## src/hw/rtl/imp_pkg.sv

```systemverilog
// ----------------------------------------------------------------------------
// Indirect memory prefetcher package
// Shared constants, codes, record types and helper functions.
// ----------------------------------------------------------------------------
package imp_pkg;

  localparam int TBL_N     = 16;
  localparam int TBL_W     = (TBL_N > 1) ? $clog2(TBL_N) : 1;
  localparam int DET_N     = 4;
  localparam int DET_W     = (DET_N > 1) ? $clog2(DET_N) : 1;
  localparam int MISS_N    = 4;
  localparam int MISS_W    = (MISS_N > 1) ? $clog2(MISS_N) : 1;
  localparam int CNT_W     = $clog2(MISS_N + 1);
  localparam int LINE_BITS = 6;
  localparam int NSHIFT    = 4;
  localparam int ADDR_W    = 40;
  localparam int TAG_W     = 4;
  localparam int CROW_W    = DET_W + MISS_W;
  localparam int CAND_ROWS = 2 ** CROW_W;

  localparam logic [2:0] CONF_MAX    = 3'd7;
  localparam logic [2:0] STREAM_MAX  = 3'd4;
  localparam logic [4:0] DIST_MAX    = 5'd16;
  localparam logic [1:0] SHIFT_DOWN  = 2'd3;
  localparam int unsigned SHIFT_AMT [NSHIFT] = '{2, 3, 4, 3};

  localparam logic OP_ACCESS = 1'b0;
  localparam logic OP_REPLY  = 1'b1;

  localparam logic [1:0] KIND_STREAM   = 2'd0;
  localparam logic [1:0] KIND_INDEX    = 2'd1;
  localparam logic [1:0] KIND_INDIRECT = 2'd2;

  localparam logic [1:0] SZ_BYTE   = 2'd0;
  localparam logic [1:0] SZ_HALF   = 2'd1;
  localparam logic [1:0] SZ_WORD   = 2'd2;
  localparam logic [1:0] SZ_DOUBLE = 2'd3;

  localparam logic [2:0] CFG_FEED_THR   = 3'd0;
  localparam logic [2:0] CFG_SPF_THR    = 3'd1;
  localparam logic [2:0] CFG_IND_THR    = 3'd2;
  localparam logic [2:0] CFG_MAX_DIST   = 3'd3;
  localparam logic [2:0] CFG_STREAM_DST = 3'd4;
  localparam logic [2:0] CFG_BO_UNIT    = 3'd5;
  localparam logic [2:0] CFG_BO_CAP     = 3'd6;

  typedef struct packed {
    logic [2:0]  feed_thr;
    logic [2:0]  spf_thr;
    logic [2:0]  ind_thr;
    logic [4:0]  max_dist;
    logic [2:0]  stream_dist;
    logic [15:0] bo_unit;
    logic [3:0]  bo_cap;
  } cfg_t;

  typedef struct packed {
    logic        op;
    logic [63:0] addr;
    logic [63:0] pc;
    logic        hit;
    logic [63:0] now;
    logic [63:0] data;
    logic [3:0]  rep;
  } in_t;

  typedef struct packed {
    logic [1:0]        kind;
    logic [ADDR_W-1:0] addr;
    logic [1:0]        size;
    logic [TAG_W-1:0]  tag;
  } res_t;

  typedef struct packed {
    logic push;
    logic flush;
    res_t res;
  } push_t;

  typedef struct packed {
    logic [63:0] pc;
    logic [63:0] last_addr;
    logic [63:0] stride;
    logic [2:0]  conf;
    logic        ind_on;
    logic [1:0]  shift;
    logic [63:0] base;
    logic [2:0]  iconf;
    logic [63:0] pidx;
    logic        pvalid;
    logic        pf_on;
    logic [4:0]  pdist;
    logic [63:0] last_used;
    logic [3:0]  bexp;
    logic [63:0] buntil;
  } ent_t;

  typedef logic [NSHIFT-1:0][63:0] cand_row_t;

  function automatic logic [63:0] scaled(input logic [63:0] idx, input logic [1:0] s);
    logic [63:0] r;
    if (s == SHIFT_DOWN) r = idx >> SHIFT_AMT[s];
    else r = idx << SHIFT_AMT[s];
    return r;
  endfunction

  function automatic logic addr_ok(input logic [63:0] a);
    return (a != 64'd0) && (a[63:ADDR_W] == '0);
  endfunction

  function automatic logic [1:0] size_code(input logic [63:0] stride);
    logic [1:0] c;
    if (stride == 64'd1 || stride == 64'hffff_ffff_ffff_ffff) c = SZ_BYTE;
    else if (stride == 64'd2 || stride == 64'hffff_ffff_ffff_fffe) c = SZ_HALF;
    else if (stride == 64'd8 || stride == 64'hffff_ffff_ffff_fff8) c = SZ_DOUBLE;
    else c = SZ_WORD;
    return c;
  endfunction

  function automatic logic [63:0] cut_size(input logic [63:0] v, input logic [1:0] code);
    logic [63:0] r;
    case (code)
      SZ_BYTE: r = {56'd0, v[7:0]};
      SZ_HALF: r = {48'd0, v[15:0]};
      SZ_WORD: r = {32'd0, v[31:0]};
      default: r = v;
    endcase
    return r;
  endfunction

endpackage

```

## src/hw/rtl/imp_out.sv

```systemverilog
// ----------------------------------------------------------------------------
// Indirect memory prefetcher result stage
// One hold register marks the final result; an output register drives the bus.
// ----------------------------------------------------------------------------
module imp_out import imp_pkg::*; (
  input  logic        clk,
  input  logic        rst,
  input  push_t       pq,
  output logic        stage_rdy,
  output logic        m_axis_tvalid,
  input  logic        m_axis_tready,
  output logic [47:0] m_axis_tdata,   // out_addr, read_size, entry_tag, zero pad
  output logic [1:0]  m_axis_tuser,   // kind
  output logic        m_axis_tlast
);

  logic hold_v;
  res_t hold;
  res_t obuf;
  logic out_free;
  logic load;

  assign out_free  = !m_axis_tvalid || m_axis_tready;
  assign stage_rdy = !hold_v || out_free;
  assign load      = stage_rdy && hold_v && (pq.push || pq.flush);

  assign m_axis_tdata = {2'd0, obuf.tag, obuf.size, obuf.addr};
  assign m_axis_tuser = obuf.kind;

  always_ff @(posedge clk) begin
    if (rst) begin
      hold_v        <= 1'b0;
      m_axis_tvalid <= 1'b0;
    end else begin
      if (load) begin
        obuf          <= hold;
        m_axis_tlast  <= !pq.push;
        m_axis_tvalid <= 1'b1;
      end else if (m_axis_tready) begin
        m_axis_tvalid <= 1'b0;
      end
      if (pq.push && stage_rdy) begin
        hold   <= pq.res;
        hold_v <= 1'b1;
      end else if (pq.flush && stage_rdy) begin
        hold_v <= 1'b0;
      end
    end
  end

endmodule

```

## config.mk

```make
export PLATFORM = sky130hd
export DESIGN_NAME = imp_out
export DESIGN_NICKNAME = d
export VERILOG_FILES = /design/src/hw/rtl/imp_pkg.sv /design/src/hw/rtl/imp_out.sv
export SDC_FILE = /design/constraint.sdc
export NUM_CORES = 1
export LEC_CHECK = 0
export ABC_CLOCK_PERIOD_IN_PS = 5100
export BUFFER_PORTS_ARGS = -buffer_cell sky130_fd_sc_hd__buf_2
export CAP_MARGIN = 20
export CORE_ASPECT_RATIO = 1.4
export CORE_MARGIN = 2
export CORE_UTILIZATION = 44
export CTS_CLUSTER_SIZE = 25
export DETAILED_ROUTE_END_ITERATION = 8
export PLACE_DENSITY = 0.71
export SLEW_MARGIN = 15
export SYNTH_ARGS = -nofsm -noshare
export SYNTH_HDL_FRONTEND = slang
export SYNTH_SLANG_ARGS = --single-unit
```

## constraint.sdc

```tcl
create_clock -name clk -period 5.1 [get_ports clk]
set_clock_uncertainty 0.2 [all_clocks]
set_input_delay 0.765 -clock clk [delete_from_list [all_inputs] [get_ports clk]]
set_output_delay 0.765 -clock clk [all_outputs]
set_load 0.01 [all_outputs]
```

==> metrics.txt <==
status=complete, no violations; Final Hold Viols=0; Routed Antenna Nets=0; post-synth cell types=14; PwrDens=358 mW/mm²; Worst Path Max Fanout=3; Syn-to-layout area delta=27.1%; Pleak=1.45 nW; Clock Latency Late Sink=340 ps; Core Box Area=0.00666 mm²; clock edge transition at the registers on the reported setup and hold paths=80 ps; # fillers=531; H-tree levels=3; Final min period=2220 ps; die extent in y=102 µm; DR iter-0 viols=47; vias in the first global route=1,387; TritonCTS clock tree=done; Worst Hold Class=reg -> reg; xor and xnor area share after synthesis=0%; footprint of the multi-input gates=97.6 µm²; area leader, netlist=edfxtp_1; worst reg2reg path startpoint=m_axis_tvalid; # setup viols final=0; Detailed Route WL=4480 µm; share of layout cells above drive strength 1=53.9%; Post-synth top flop=edfxtp_1; synth cell count leaders=edfxtp_1 (97), buf_4 (2), dfxtp_1 (2); pins over their slew limit=0; synthesis-stage register bit count=99; gr ovfl total=0; first-pass GRT wire length=6450 µm; mapped cell area=0.00305 mm²; top cells by area, synth=edfxtp_1 (96%), dfxtp_1 (1.3%), a311oi_2 (0.49%), buf_4 (0.49%), nand2b_4 (0.45%); mux cell area share after synthesis=0%; Port Buffers=103; Final Net Count=282; Required @ worst endpoint=4140 ps; crit share post-route=43.5%; register area share after synthesis=96.9%; hold path start=hold[35]; flop2flop setup slack=3240 ps; Longest Clk Path Bufs=2; global placement routability congestion=0.755; VDD IR-drop max=0.188 mV; setup bufs post-CTS=0; initial antenna violation count=0; Synth Area per Inst=27.2 µm²; number of enable flip-flop cells after synthesis=97; Compound-Gate Fraction of Synth Area=1.07%; WHS Endpoint=m_axis_tdata[29]; yosys warns=0; Starting Density=45.8%; Die Area=0.00762 mm²; CTS Buf Count=9; Global Route Usage Sum=12.5%; largest net degree at the start of global routing=29; final core occ=58.2%; DRC=0; CP Launch Type=input port; Hold-fix buffers, CTS=0; crit path kind=in -> out; main combinational cell family by area after synthesis=simple AND/OR/NAND/NOR gates; via count=1,403; hold depth=0; 1st-pass router iterations=4; post-CTS sizing=0; number of I/O pins=106; root buf cell=clkbuf_8; Avg WL per Cell=13.8 µm; RSZ-0062 raised after global routing=false; ys async rst share=0%; Setup TNS=0 ps; # Max-Cap Violations=0; FF+latch area=0.00295 mm²; Post-Synthesis Cells=112; Die Wd=74.3 µm; vias per cell=4.33; area share of fa/ha/maj cells after synthesis=0%; Post-Synth Simple-Gate Area=1.31%; clk sink count=99; CP arrival=1260 ps; dominant cell by count in the synthesized netlist=edfxtp_1; Setup crit end kind=output pin; top cell type's share of synthesized area=95.6%; R2R Path End=hold[41]; cell row count=35; Ant. Diodes=0; fmax=450 MHz; worst-case reg-to-reg path depth=3
==> stage by stage <==
step | hold WS, ps | cells | setup slack (ps) | cell area (µm²) | total power [mW]
4_1_cts | 215 | 323 | 2560 | 3860 | 1.40
5_1_grt | 224 | 324 | 2840 | 3870 | 1.44
3_3_place_gp | 200 | 309 | 2220 | 3710 | 1.01
6_report | 214 | 324 | 2880 | 3870 | 1.39
3_5_place_dp | 205 | 309 | 2190 | 3710 | 1.01
2_1_floorplan | 200 | 113 | 170 | 3060 | 0.973
==> layout make-up <==
type,count,share of cell area (%)
clock buffers,9,3.20
flip-flops and latches,99,76.2
repair buffers,107,14.2
multi-input cells,11,2.52
inverters,1,0.0969
well taps,92,2.97
clock inverters,5,0.840
==> layer usage <==
metal  up-vias  GRT usage, %  wire length (µm)
met3         7          4.73               338
li1        671             -                 -
met1       665          12.2              1490
met5         -             0                 0
met2        60          21.3              2560
met4         0          8.79                93
==> power breakdown <==
group	internal, mW	switching [mW]	total, mW
combinational	0.0252	0.0321	0.0573
clock	0.170	0.230	0.400
sequential	0.925	0.00713	0.932
==> registers in the layout, summed over array words and instances (netlist names) <==
register       flops
m_axis_tuser       2
hold              48
m_axis_tlast       1
hold_v             1
m_axis_tdata      46
m_axis_tvalid      1
==> cell families (layout without fill, tap and decap cells) <==
group | after synthesis | after routing
AOI/OAI and AO/OA | 4 | 4
buffers and inverters | 3 | 122
DFF | 99 | 99
other | 1 | 2
and+or+nand+nor | 5 | 5
==> critical path, cell delays in order <==
cell and delay (ps):
buf_2 120, nor2b_4 160, nand2_1 70, buf_2 140
==> worst max path at each step <==
stage,startpoint,to,cells after the start
2_1_floorplan,pq[48],m_axis_tdata[0],2
4_1_cts,m_axis_tready,hold[41],4
6_report,m_axis_tready,stage_rdy,4
3_5_place_dp,m_axis_tready,hold[18],4
5_1_grt,m_axis_tready,stage_rdy,4
3_3_place_gp,m_axis_tready,hold[41],4
==> placed cells by master (no fill, tap or decap), drive strengths merged <==
master and n:
nor2b 1, buf 107, edfxtp 97, nor2 1, a311oi 1, a211oi 1, conb 2, nor3 1
dfxtp 2, a21oi 1, inv 1, clkinv 3, nand2b 1, clkinvlp 2, nand2 1, clkbuf 9
o21ai 1
No activity file was read; power rests on OpenSTA's default activity.
